<file path="src/rtl/rle_vector_range_decoder_unit_assert.svh">
// Assertion macros shared by the run-length vector range decoder modules.
// Each macro expects signals named clk and rst_n in the including module.
`ifndef RLE_VECTOR_RANGE_DECODER_UNIT_ASSERT_SVH
`define RLE_VECTOR_RANGE_DECODER_UNIT_ASSERT_SVH

// Same-cycle implication, checked out of reset.
`define RVRD_ASSERT_IMPL(lbl, ante, cons) \
  lbl: assert property (@(posedge clk) disable iff (!rst_n) (ante) |-> (cons)) \
    else $error("rvrd assertion failed");

// Next-cycle implication, checked out of reset.
`define RVRD_ASSERT_NEXT(lbl, ante, cons) \
  lbl: assert property (@(posedge clk) disable iff (!rst_n) (ante) |=> (cons)) \
    else $error("rvrd assertion failed");

`endif

</file>
<file path="src/rtl/rvrd_pkg.sv">
// Package for the run-length vector range decoder: field widths, default
// parameters, command and state codes, controller/datapath interface structs.
`timescale 1ns / 1ps

package rvrd_pkg;

  localparam int MAX_RUNS_DEF    = 4096;
  localparam int VECTOR_SIZE_DEF = 1024;
  localparam int VALUE_WIDTH_DEF = 64;

  localparam int CMD_W       = 2;
  localparam int LEN_W       = 32;
  localparam int OUT_VALUE_W = 64;
  localparam int VINDEX_W    = 22;

  typedef enum logic [CMD_W-1:0] {
    CMD_CLEAR  = 2'd0,
    CMD_APPEND = 2'd1,
    CMD_START  = 2'd2,
    CMD_FETCH  = 2'd3
  } command_t;

  typedef enum logic [2:0] {
    ST_IDLE,
    ST_SEEK_RD,
    ST_SEEK_CHK,
    ST_FETCH,
    ST_FILL
  } state_t;

  // Outcome of evaluating a fetch against the current run.
  typedef enum logic [1:0] {
    EV_DONE,
    EV_SKIP,
    EV_MISS
  } eval_t;

  typedef struct packed {
    logic clear;
    logic append;
    logic seek_init;
    logic seek_step;
    logic cache_fill;
    logic fetch_step;
  } dp_cmd_t;

  typedef struct packed {
    logic  slot_free;
    eval_t eval;
    logic  seek_found;
    logic  seek_end;
    logic  table_empty;
  } dp_sts_t;

endpackage

</file>
<file path="src/rtl/rvrd_ctrl.sv">
// Controller state machine of the run-length vector range decoder.
// Depends on rvrd_pkg and the shared assertion macro header.
`timescale 1ns / 1ps
`include "rle_vector_range_decoder_unit_assert.svh"

module rvrd_ctrl
  import rvrd_pkg::*;
(
  input  logic             clk,
  input  logic             rst_n,
  input  logic             in_valid,
  input  logic [CMD_W-1:0] in_command,
  output logic             in_stall,
  input  dp_sts_t          sts_i,
  output dp_cmd_t          cmd_o
);

  state_t   state_r;
  state_t   state_nxt;
  command_t cmd_code;

  assign cmd_code = command_t'(in_command);

  always_ff @(posedge clk) begin
    if (!rst_n) begin
      state_r <= ST_IDLE;
    end else begin
      state_r <= state_nxt;
    end
  end

  always_comb begin
    state_nxt = state_r;
    cmd_o     = '0;
    in_stall  = 1'b1;
    unique case (state_r)
      ST_IDLE: begin
        in_stall = 1'b0;
        if (in_valid) begin
          unique case (cmd_code)
            CMD_CLEAR:  cmd_o.clear  = 1'b1;
            CMD_APPEND: cmd_o.append = 1'b1;
            CMD_START: begin
              cmd_o.seek_init = 1'b1;
              // empty table resolves at once
              if (!sts_i.table_empty) begin
                state_nxt = ST_SEEK_RD;
              end
            end
            CMD_FETCH: begin
              if (sts_i.eval == EV_DONE && sts_i.slot_free) begin
                cmd_o.fetch_step = 1'b1;
              end else begin
                state_nxt = ST_FETCH;
              end
            end
            default: state_nxt = ST_IDLE;
          endcase
        end
      end
      ST_SEEK_RD: begin
        state_nxt = ST_SEEK_CHK;
      end
      ST_SEEK_CHK: begin
        cmd_o.seek_step = 1'b1;
        if (sts_i.seek_found || sts_i.seek_end) begin
          state_nxt = ST_IDLE;
        end else begin
          state_nxt = ST_SEEK_RD;
        end
      end
      ST_FETCH: begin
        unique case (sts_i.eval)
          EV_MISS: state_nxt = ST_FILL;
          EV_SKIP: cmd_o.fetch_step = 1'b1;
          EV_DONE: begin
            // hold until the output register can take the transaction
            if (sts_i.slot_free) begin
              cmd_o.fetch_step = 1'b1;
              state_nxt        = ST_IDLE;
            end
          end
          default: state_nxt = ST_FETCH;
        endcase
      end
      ST_FILL: begin
        cmd_o.cache_fill = 1'b1;
        state_nxt        = ST_FETCH;
      end
      default: state_nxt = ST_IDLE;
    endcase
  end

  `RVRD_ASSERT_NEXT(a_seek_rd_then_chk, state_r == ST_SEEK_RD, state_r == ST_SEEK_CHK)
  `RVRD_ASSERT_NEXT(a_fill_then_fetch, state_r == ST_FILL, state_r == ST_FETCH)
  `RVRD_ASSERT_IMPL(a_no_step_on_miss, cmd_o.fetch_step, sts_i.eval != EV_MISS)

endmodule

</file>
<file path="config.mk">
export PLATFORM = sky130hd
export DESIGN_NAME = rvrd_ctrl
export DESIGN_NICKNAME = d
export VERILOG_FILES = /design/src/rtl/rvrd_pkg.sv /design/src/rtl/rvrd_ctrl.sv
export VERILOG_INCLUDE_DIRS = /design/src /design/src/rtl
export SDC_FILE = /design/constraint.sdc
export NUM_CORES = 1
export LEC_CHECK = 0
export ABC_AREA = 0
export BUFFER_PORTS_ARGS = -buffer_cell sky130_fd_sc_hd__buf_2
export CORE_AREA = 2 2 39 41
export CTS_BUF_LIST = sky130_fd_sc_hd__clkbuf_2 sky130_fd_sc_hd__clkbuf_4 sky130_fd_sc_hd__clkbuf_8
export CTS_CLUSTER_SIZE = 14
export DETAILED_ROUTE_END_ITERATION = 12
export DIE_AREA = 0 0 41 43
export PLACE_DENSITY = 0.52
export SETUP_SLACK_MARGIN = 0.2
export SKIP_LAST_GASP = 1
export SYNTH_ARGS = -nofsm -noshare
export SYNTH_HDL_FRONTEND = slang
export SYNTH_SLANG_ARGS = --single-unit
</file>
<file path="constraint.sdc">
create_clock -name clk -period 1.6 [get_ports clk]
set_clock_uncertainty 0.2 [all_clocks]
set_input_delay 0.32 -clock clk [delete_from_list [all_inputs] [get_ports clk]]
set_output_delay 0.32 -clock clk [all_outputs]
set_load 0.03 [all_outputs]
</file>
==> metrics.csv, run 1 <==
stage,metric,value,unit
yosys,"FF+latch count, synth",3,
cts,CTS Hold Bufs,0,
yosys,post-synthesis cell count,31,
finish,Top reg by flops,state_r,
yosys,cell taking the most area after synthesis,dfxtp_1,
sta,Final Max Slew Viols,0,
detailed_routing,Iter 0 DRT Violations,1,
sta,final cycle utilization of the critical path,1.12,
yosys,synth top area cells,"dfxtp_1, nor4bb_4, nor4b_1",
detailed_routing,TritonRoute pass-1 iters,2,
cts,CTS buffer count,3,
pwr,leakage,0.000283,uW
yosys,syn avg cell area,8.72,um^2
finish,fin util,0.431,
yosys,area share of the largest cell type after synthesis,0.222,
detailed_routing,via count,355,
floorplanning,Die Wd,41,um
finish,layout cells sized above 1,0.781,
detailed_routing,vias per cell,4.44,
cts,clock slew at reported path FFs,0.04,ns
critical_path,Worst setup EP type,primary output,
floorplanning,height of the chip,43,um
finish,NumNets Final,76,
placement,Placer Congestion,0.677,
detailed_routing,Wirelength per Cell,10.5,um
sta,setup_tns,-0.640,ns
pwr,Comb pwr share,0.412,
critical_path,CP Max Fanout,3,
floorplanning,# IOs,18,
grt,largest net degree at the start of global routing,8,
pwr,Clock Power Share,0.375,
yosys,Ys Warns,0,
floorplanning,die area,1760,um^2
pwr,P_sw,123,uW
grt,vias in the first global route,391,
detailed_routing,"antenna viol nets, final",0,
sta,Peak Freq,558,MHz
outcome,violated checks,setup timing,
floorplanning,Core Area,1380,um^2
sta,Tmin final,1.79,ns
yosys,sequential cell area fraction in the yosys report,0.222,
placement,Buffers on Ports,17,
floorplanning,Site Rows,14,
finish,Antenna Cells,0,
detailed_routing,drt total wl,839,um
detailed_routing,DRC,0,
critical_path,Required @ worst endpoint,1.08,ns
sta,minimum hold slack,0.173,ns
floorplanning,Initial Util,0.195,
outcome,status,finished with violations,
finish,Area Overhead vs Synth,121,%
cts,H-tree depth,1,
run,max_cap viols,0,
sta,worst slew pin tran,0.237,ns
placement,dpl ws,-0.151,ns
grt,All-Layer GR Usage,0.132,
pwr,Power per Cell Area,671,nW/um^2
pwr,Internal,277,uW
sta,Fin. Hold Viols,0,
cts,TritonCTS clock tree,yes,
sta,endpoints failing setup,6,
yosys,Synth Net Count,42,
critical_path,"Worst Path Class, Setup",flip-flop to primary output,
sta,Max-slew headroom,0.840,
grt,first-pass GRT wire length,1530,um
yosys,synthesized area,270,um^2
pwr,Sequential Power Share,0.213,
cts,Clock Latency Late Sink,0.23,ns
sta,unrepaired setup endpoints after global routing,true,
sta,Worst Slack Setup Final,-0.191,ns
critical_path,Critical Path AT,1.27,ns
finish,max FFs per register,3,
grt,total gr overflow,0,
worst_hold_path,worst hold path class,primary input to flip-flop,
critical_path,crit path launch type,flip-flop,
pwr,Peak supply drop,0.261,mV
cts,Root Buffer,clkbuf_4,
cts,CTS sink cnt,3,
cts,worst-case clock buffer depth,2,
grt,antenna violations before repair,0,
finish,Largest regs,state_r: 3 flops,
yosys,library cells used by synthesis,24,
pwr,Sw Ratio,0.308,
## through the flow
step	area, um^2	instances	total power, uW
3_3_place_gp	479	73	221
5_1_grt	597	80	422
2_1_floorplan	307	31	159
3_5_place_dp	479	73	220
4_1_cts	586	80	403
6_report	597	80	400
## path summary, 6_finish.rpt
kind | from | end | slack [ns] | cells past startpoint
max reg2reg | state_r[2] | state_r[0] | 0.24 | 5
min | rst_n | state_r[1] | 0.17 | 3
max | state_r[0] | cmd_o[5] | -0.19 | 4
min reg2reg | state_r[2] | state_r[0] | 0.48 | 4
## cells in the mapped netlist
cell type  instances
nand4_1            1
a211oi_2           1
and3b_2            1
dfxtp_1            3
nor4b_1            2
nor3b_2            1
a21oi_2            1
o31a_1             1
inv_1              2
inv_2              1
a211oi_1           1
nor3_1             1
nor2b_1            1
nor2_1             2
o21bai_1           1
nand2_1            2
or3_1              1
and2_1             1
nor4bb_4           1
o2111ai_1          1
o21ai_0            1
and4b_1            1
nor3_2             1
a21oi_1            2
## layer usage
metal  track usage  part of all wire  wire [um]  vias to the layer above
met1         0.148              0.43        362                      161
met2         0.191              0.54        457                        5
met4         0.100                 0          0                        0
met5             0                 0          0                        -
li1              -                 -          -                      189
met3        0.0471             0.023         19                        0
## power by group through the flow
stage,Combinational (uW),Sequential [uW],Clock [uW]
2_1_floorplan,68.7,90.1,0
3_3_place_gp,135,85.8,0
3_5_place_dp,134,86.0,0
4_1_cts,161,85.4,156
5_1_grt,177,86.2,159
6_report,165,85.3,150
## placed cells by master (no fill, tap or decap), drive strengths merged
| master | n |
|---|---|
| a211oi | 2 |
| a21oi | 3 |
| and2 | 1 |
| and3b | 1 |
| and4b | 1 |
| buf | 29 |
| clkbuf | 4 |
| dfxtp | 3 |
| inv | 3 |
| nand2 | 2 |
| nand4 | 1 |
| nor2 | 2 |
| nor2b | 1 |
| nor3 | 2 |
| nor3b | 1 |
| nor4b | 2 |
| nor4bb | 1 |
| o2111ai | 1 |
| o21ai | 1 |
| o21bai | 1 |
| o31a | 1 |
| or3 | 1 |
## logic make-up (layout without fill, tap and decap cells)
logic type / count (synthesis) / after routing / share of synthesized area
flip-flops: 3 / 3 / 0.222
buffers and inverters: 3 / 36 / 0.0417
AND/OR/NAND/NOR: 16 / 16 / 0.482
AO/OA/AOI/OAI: 9 / 9 / 0.255
## final cells by class
| type | instances | area [um^2] |
|---|---|---|
| Timing Repair Buffer | 29 | 219 |
| Clock buffer | 4 | 30.0 |
| Inverter | 3 | 13.8 |
| Multi-Input combinational cell | 25 | 250 |
| Tap cell | 16 | 20.0 |
| Sequential cell | 3 | 63.8 |
| Fill cell | 141 | 787 |
## worst max-delay path, cell delays in order (launching register included)
cell and delay [ns]:
dfxtp_2 0.32, nor3_4 0.24, inv_4 0.07, nor4b_4 0.21, buf_4 0.20
## what timing repair did
item                                    CTS  global route
gates resized for setup                  17             3
endpoints found under the setup margin    7             9
pin swaps                                 6             1
buffers inserted                          3             0
No activity file was read; power rests on OpenSTA's default activity.
==> inputs of run 2 (changes only) <==
--- a/config.mk
+++ b/config.mk
@@ -8,12 +8,14 @@
 export LEC_CHECK = 0
 export ABC_AREA = 0
 export BUFFER_PORTS_ARGS = -buffer_cell sky130_fd_sc_hd__buf_2
+export CELL_PAD_IN_SITES_DETAIL_PLACEMENT = 1
+export CELL_PAD_IN_SITES_GLOBAL_PLACEMENT = 1
 export CORE_AREA = 2 2 39 41
 export CTS_BUF_LIST = sky130_fd_sc_hd__clkbuf_2 sky130_fd_sc_hd__clkbuf_4 sky130_fd_sc_hd__clkbuf_8
 export CTS_CLUSTER_SIZE = 14
 export DETAILED_ROUTE_END_ITERATION = 12
 export DIE_AREA = 0 0 41 43
-export PLACE_DENSITY = 0.52
+export PLACE_DENSITY = 0.67
 export SETUP_SLACK_MARGIN = 0.2
 export SKIP_LAST_GASP = 1
 export SYNTH_ARGS = -nofsm -noshare
==> constraint.sdc (replaced) <==
create_clock -name clk -period 1.9 [get_ports clk]
set_clock_uncertainty 0.2 [all_clocks]
set_input_delay 0.38 -clock clk [delete_from_list [all_inputs] [get_ports clk]]
set_output_delay 0.38 -clock clk [all_outputs]
set_load 0.03 [all_outputs]
==> run 2 against run 1 <==
Effect of this change:
- the run now ends clean
- critical path depth unchanged
- core utilization is 0.63 points lower
- worst hold slack gained 0.057 ns
- clock power is 13% lower
- sequential share of layout area up 0.58 points
- die area did not move
- largest power group is now the clock network
- cell area is 1.5% lower
- sequential power decreased by 16%
- sequential cell count stayed put
- worst setup slack better by 0.22 ns
- first-iteration DRC count stayed put
- largest cell class unchanged
- highest routed layer is now met4
==> metrics.csv, run 2 (synthesized netlist as in run 1, its figures left out) <==
stage,metric,value,unit,change
finish,Area Overhead vs Synth,118,%,
sta,Peak Freq,535,MHz,
cts,TritonCTS clock tree,yes,,
placement,placed cell area,440,um^2,-8.1%
detailed_routing,via count,361,,+1.7%
pwr,Power per Cell Area,560,nW/um^2,-17%
sta,Final Max Slew Viols,0,,unchanged
critical_path,CP Max Fanout,3,,unchanged
pwr,Sequential Power Share,0.217,,+0.004
sta,Tmin final,1.87,ns,
finish,area of the multi-input gates,259,um^2,+3.5%
finish,max FFs per register,3,,unchanged
worst_hold_path,worst hold path class,primary input to flip-flop,,
finish,layout cells sized above 1,0.770,,-0.0108
placement,Placer Congestion,0.716,,+5.7%
sta,final cycle utilization of the critical path,0.984,,
sta,Max-slew headroom,0.813,,-0.0264
detailed_routing,drt total wl,1020,um,+22%
critical_path,Required @ worst endpoint,1.32,ns,+0.24 ns
cts,worst-case clock buffer depth,2,,unchanged
finish,Largest regs,state_r: 3 flops,,
cts,H-tree depth,1,,unchanged
pwr,Peak supply drop,0.276,mV,+5.7%
floorplanning,# IOs,18,,unchanged
finish,Top reg by flops,state_r,,
placement,detailed placement HPWL,722,um,
floorplanning,Site Rows,14,,unchanged
pwr,Sw Ratio,0.333,,+0.0251
finish,final instance area,588,um^2,-1.5%
floorplanning,Initial Util,0.195,,unchanged
sta,endpoints failing setup,0,,-6
detailed_routing,"antenna viol nets, final",0,,unchanged
detailed_routing,Iter 0 DRT Violations,1,,unchanged
floorplanning,Core Area,1380,um^2,unchanged
finish,fin util,0.425,,-0.00633
finish,"leading cell type in the layout, fill and taps excluded",buf_4,,
critical_path,Worst setup EP type,primary output,,
outcome,status,"finished, final reports clean",,
floorplanning,Die Wd,41,um,unchanged
detailed_routing,vias per cell,4.69,,+5.7%
grt,largest net degree at the start of global routing,7,,-1
finish,register cell area after layout,66.3,um^2,+3.9%
sta,unrepaired setup endpoints after global routing,true,,
cts,CTS sink cnt,3,,unchanged
pwr,P_sw,110,uW,-11%
grt,total gr overflow,0,,unchanged
pwr,leakage,0.000276,uW,-2.6%
cts,CTS Hold Bufs,0,,unchanged
critical_path,Crit path largest cell delay,0.32,ns,about the same
grt,All-Layer GR Usage,0.152,,+0.0206
sta,Fin. Hold Viols,0,,unchanged
critical_path,Worst path slowest cell,dfxtp_2,,
detailed_routing,DRC,0,,unchanged
cts,CTS buffer count,3,,unchanged
finish,Filler Cell Count,165,,+17%
critical_path,worst path cell trace,nor3_4 -> inv_4 -> nor4b_4 -> buf_6,,
floorplanning,die area,1760,um^2,unchanged
critical_path,"Worst Path Class, Setup",flip-flop to primary output,,
pwr,Clock Power Share,0.394,,+0.019
placement,Buffers on Ports,17,,unchanged
grt,vias in the first global route,368,,-5.9%
floorplanning,height of the chip,43,um,unchanged
grt,first-pass GRT wire length,1730,um,+13%
critical_path,Critical Path AT,1.29,ns,+0.02 ns
cts,clock slew at reported path FFs,0.04,ns,about the same
detailed_routing,Wirelength per Cell,13.3,um,+27%
pwr,Internal,220,uW,-21%
finish,most frequent cells in the layout,"buf_4, buf_2, buf_6",,
finish,Antenna Cells,0,,unchanged
pwr,Comb pwr share,0.389,,-0.023
detailed_routing,TritonRoute pass-1 iters,3,,+1
run,max_cap viols,0,,unchanged
cts,Root Buffer,clkbuf_4,,
sta,worst slew pin tran,0.276,ns,+0.0390 ns
finish,NumNets Final,73,,-3.9%
critical_path,crit path launch type,flip-flop,,
cts,Clock Latency Late Sink,0.24,ns,about the same
grt,antenna violations before repair,0,,unchanged
run 2: changes by cell type in the layout (fill, tap and decap cells not counted):
cell	previous run	this run
nor2_4	1	2
dfxtp_4	0	1
a21oi_2	3	2
nor2_1	1	0
and4b_1	0	1
a21oi_1	0	1
buf_4	12	10
buf_2	10	9
and4b_2	1	0
o2111ai_1	1	0
o2111ai_2	0	1
dfxtp_2	3	2
run 2: cell type report:
type / count / share of cell area
flip-flops and latches: 3 / 0.113
well taps: 16 / 0.0340
repair buffers: 26 / 0.338
inverters: 3 / 0.0234
clock buffers: 4 / 0.0511
multi-input cells: 25 / 0.440
run 2: worst paths after layout:
kind	startpoint	to	slack, ns	cells past startpoint
setup / recovery	state_r[2]	cmd_o[5]	0.03	4
hold / removal	sts_i[3]	state_r[2]	0.23	3
setup reg to reg	state_r[1]	state_r[0]	0.37	5
hold reg to reg	state_r[2]	state_r[0]	0.48	4
run 2: stage by stage:
stage | hold WS (ns) | setup TNS [ns] | cells | total power (uW) | setup WS (ns)
final | 0.230 | 0 | 77 | 329 | 0.0313
after CTS | 0.223 | -0.00147 | 77 | 325 | -0.00147
after global routing | 0.233 | -0.0252 | 77 | 355 | -0.0168
after detailed placement | 0.480 | 0 | 68 | 174 | 0.0165
after global placement | 0.481 | 0 | 68 | 172 | 0.0417
after floorplan | 0.252 | 0 | 31 | 134 | 0.148
run 2: power by group through the flow:
stage | logic (uW) | registers, uW | clock network, uW
after floorplan | 57.6 | 75.9 | 0
after global placement | 98.4 | 73.9 | 0
after detailed placement | 100 | 74.3 | 0
after CTS | 124 | 71.3 | 130
after global routing | 138 | 71.8 | 145
final | 128 | 71.4 | 130
run 2: worst max-delay path: cells and delay by family, from the launching register on:
kind                   cells  cell delay [ns]
AND/OR/NAND/NOR            2             0.50
buffers and inverters      2             0.24
flip-flops                 1             0.32
run 2: routing by layer:
metal  track usage  up-vias  part of all wire
met4        0.0800        0             0.014
li1              -      178                 -
met2         0.231        9              0.57
met1         0.182      172              0.39
met5             0        -                 0
met3        0.0471        2             0.027
run 2: timing repair:
action                     in CTS  in global routing
setup buffers                   5                  0
pin swaps                       8                  2
gates resized for setup        19                  4
setup endpoints to repair       7                  7
==> inputs of run 3 (changes only) <==
--- a/config.mk
+++ b/config.mk
@@ -8,14 +8,12 @@
 export LEC_CHECK = 0
 export ABC_AREA = 0
 export BUFFER_PORTS_ARGS = -buffer_cell sky130_fd_sc_hd__buf_2
-export CELL_PAD_IN_SITES_DETAIL_PLACEMENT = 1
-export CELL_PAD_IN_SITES_GLOBAL_PLACEMENT = 1
 export CORE_AREA = 2 2 39 41
 export CTS_BUF_LIST = sky130_fd_sc_hd__clkbuf_2 sky130_fd_sc_hd__clkbuf_4 sky130_fd_sc_hd__clkbuf_8
 export CTS_CLUSTER_SIZE = 14
 export DETAILED_ROUTE_END_ITERATION = 12
 export DIE_AREA = 0 0 41 43
-export PLACE_DENSITY = 0.67
+export PLACE_DENSITY = 0.52
 export SETUP_SLACK_MARGIN = 0.2
 export SKIP_LAST_GASP = 1
 export SYNTH_ARGS = -nofsm -noshare
==> run 3 against run 2 <==
Effect of this change:
- critical path depth did not move
- first-iteration DRC count rose by 100%
- sequential power fell by 1%
- sequential cell count did not move
- largest cell class unchanged
- worst hold slack got worse by 0.021 ns
==> metrics.csv, run 3 (synthesized netlist as in run 1, its figures left out) <==
stage,metric,value,unit,change
outcome,status,"finished, final reports clean",,
critical_path,RR Startpoint,state_r[1],,
detailed_routing,drt total wl,845,um,-17%
cts,Clock Latency Late Sink,0.23,ns,about the same
finish,Antenna Cells,0,,unchanged
run,max_cap viols,0,,unchanged
detailed_routing,DRC,0,,unchanged
cts,worst-case clock buffer depth,2,,unchanged
finish,NumNets Final,72,,-1.4%
grt,vias in the first global route,350,,-4.9%
critical_path,Critical Path AT,1.30,ns,about the same
worst_hold_path,Hold Startpoint,sts_i[4],,
cts,clock slew at reported path FFs,0.04,ns,about the same
floorplanning,Die Wd,41,um,unchanged
pwr,Final Total Pwr,318,uW,-3.3%
detailed_routing,Wirelength per Cell,11.1,um,-16%
critical_path,crit path launch type,flip-flop,,
floorplanning,height of the chip,43,um,unchanged
detailed_routing,vias per cell,4.67,,-0.37%
detailed_routing,"antenna viol nets, final",0,,unchanged
finish,layout cells sized above 1,0.733,,-0.0372
floorplanning,Core Area,1380,um^2,unchanged
sta,final cycle utilization of the critical path,0.990,,+0.00628
placement,Placer Congestion,0.693,,-3.1%
worst_hold_path,worst hold path class,primary input to flip-flop,,
placement,detailed placement HPWL,652,um,-9.7%
grt,total gr overflow,0,,unchanged
pwr,Power per Cell Area,551,nW/um^2,-1.7%
finish,Area Overhead vs Synth,114,%,
critical_path,Crit path largest cell delay,0.35,ns,+0.03 ns
pwr,Peak supply drop,0.205,mV,-26%
detailed_routing,via count,355,,-1.7%
finish,Largest regs,state_r: 3 flops,,
finish,Top reg by flops,state_r,,
sta,minimum hold slack,0.209,ns,-0.0210 ns
cts,TritonCTS clock tree,yes,,
critical_path,Worst setup EP type,primary output,,
placement,Buffers on Ports,17,,unchanged
floorplanning,Initial Util,0.195,,unchanged
grt,All-Layer GR Usage,0.124,,-0.0278
finish,max FFs per register,3,,unchanged
detailed_routing,TritonRoute pass-1 iters,3,,unchanged
sta,Peak Freq,532,MHz,-0.63%
cts,H-tree depth,1,,unchanged
cts,CTS sink cnt,3,,unchanged
finish,"leading cell type in the layout, fill and taps excluded",buf_6,,
finish,final instance area,578,um^2,-1.7%
critical_path,"Worst Path Class, Setup",flip-flop to primary output,,
cts,Root Buffer,clkbuf_4,,
sta,worst slew pin tran,0.259,ns,-0.0166 ns
critical_path,CP Max Fanout,3,,unchanged
sta,Tmin final,1.88,ns,+0.0119 ns
finish,most frequent cells in the layout,"buf_6, buf_2, buf_4",,
cts,CTS buffer count,3,,unchanged
floorplanning,# IOs,18,,unchanged
grt,largest net degree at the start of global routing,7,,unchanged
sta,Max-slew headroom,0.825,,+0.0112
critical_path,worst path cell trace,nor3_4 -> buf_4 -> and4b_1 -> buf_6,,
floorplanning,Site Rows,14,,unchanged
pwr,leakage,0.000267,uW,-3.0%
floorplanning,die area,1760,um^2,unchanged
critical_path,Worst path slowest cell,dfxtp_4,,
placement,placed cell area,448,um^2,+1.7%
sta,Final Max Slew Viols,0,,unchanged
grt,antenna violations before repair,0,,unchanged
sta,endpoints failing setup,0,,unchanged
sta,unrepaired setup endpoints after global routing,true,,
detailed_routing,Iter 0 DRT Violations,2,,+1
sta,Fin. Hold Viols,0,,unchanged
critical_path,Required @ worst endpoint,1.32,ns,about the same
critical_path,CP startpoint,state_r[1],,
grt,first-pass GRT wire length,1450,um,-16%
## run 3: power by group
part           switching (uW)  internal [uW]  total, uW
logic                    63.2           59.3        122
clock network            32.5           92.9        125
registers                4.77           65.7       70.5
total                     100            218        318
## run 3: metal layers
layer,GRT usage,wire length [um],vias up
met5,0,0,-
met4,0.100,8,0
met3,0.0314,33,2
met2,0.175,480,8
met1,0.151,322,167
li1,-,-,178
## run 3: area by class of cell
cell class	instances	area (um^2)
flip-flops and latches	3	68.8
well taps	16	20.0
repair buffers	25	205
fillers	146	806
multi-input cells	25	240
inverters	3	13.8
clock buffers	4	30.0
## run 3: what timing repair did
action | 4_1_cts | 5_1_grt
setup buffers | 1 | 2
pin swaps | 7 | 3
setup endpoints to repair | 6 | 6
hold buffers | 0 | 0
resized for setup | 19 | 5
## run 3: critical path: cells and delay by family (launching register included)
kind / cells / cell delay [ns]
flops: 1 / 0.35
buf+inv: 2 / 0.28
simple gates: 2 / 0.43
## run 3: per-stage QoR
stage | cells | utilization | TNS [ns] | setup slack [ns]
6_report | 76 | 0.418 | 0 | 0.0194
3_5_place_dp | 69 | 0.324 | 0 | 0.0237
5_1_grt | 76 | 0.418 | -0.0563 | -0.0328
3_3_place_gp | 69 | 0.324 | 0 | 0.0529
2_1_floorplan | 31 | - | 0 | 0.148
4_1_cts | 74 | 0.392 | 0 | 0.0171
## run 3: final timing paths
check                             endpoint  slack, ns  depth (start not counted)
worst min register to register  state_r[0]       0.46                          4
worst max register to register  state_r[0]       0.53                          5
worst min-delay path            state_r[2]       0.21                          3
worst max-delay path              cmd_o[4]       0.02                          4
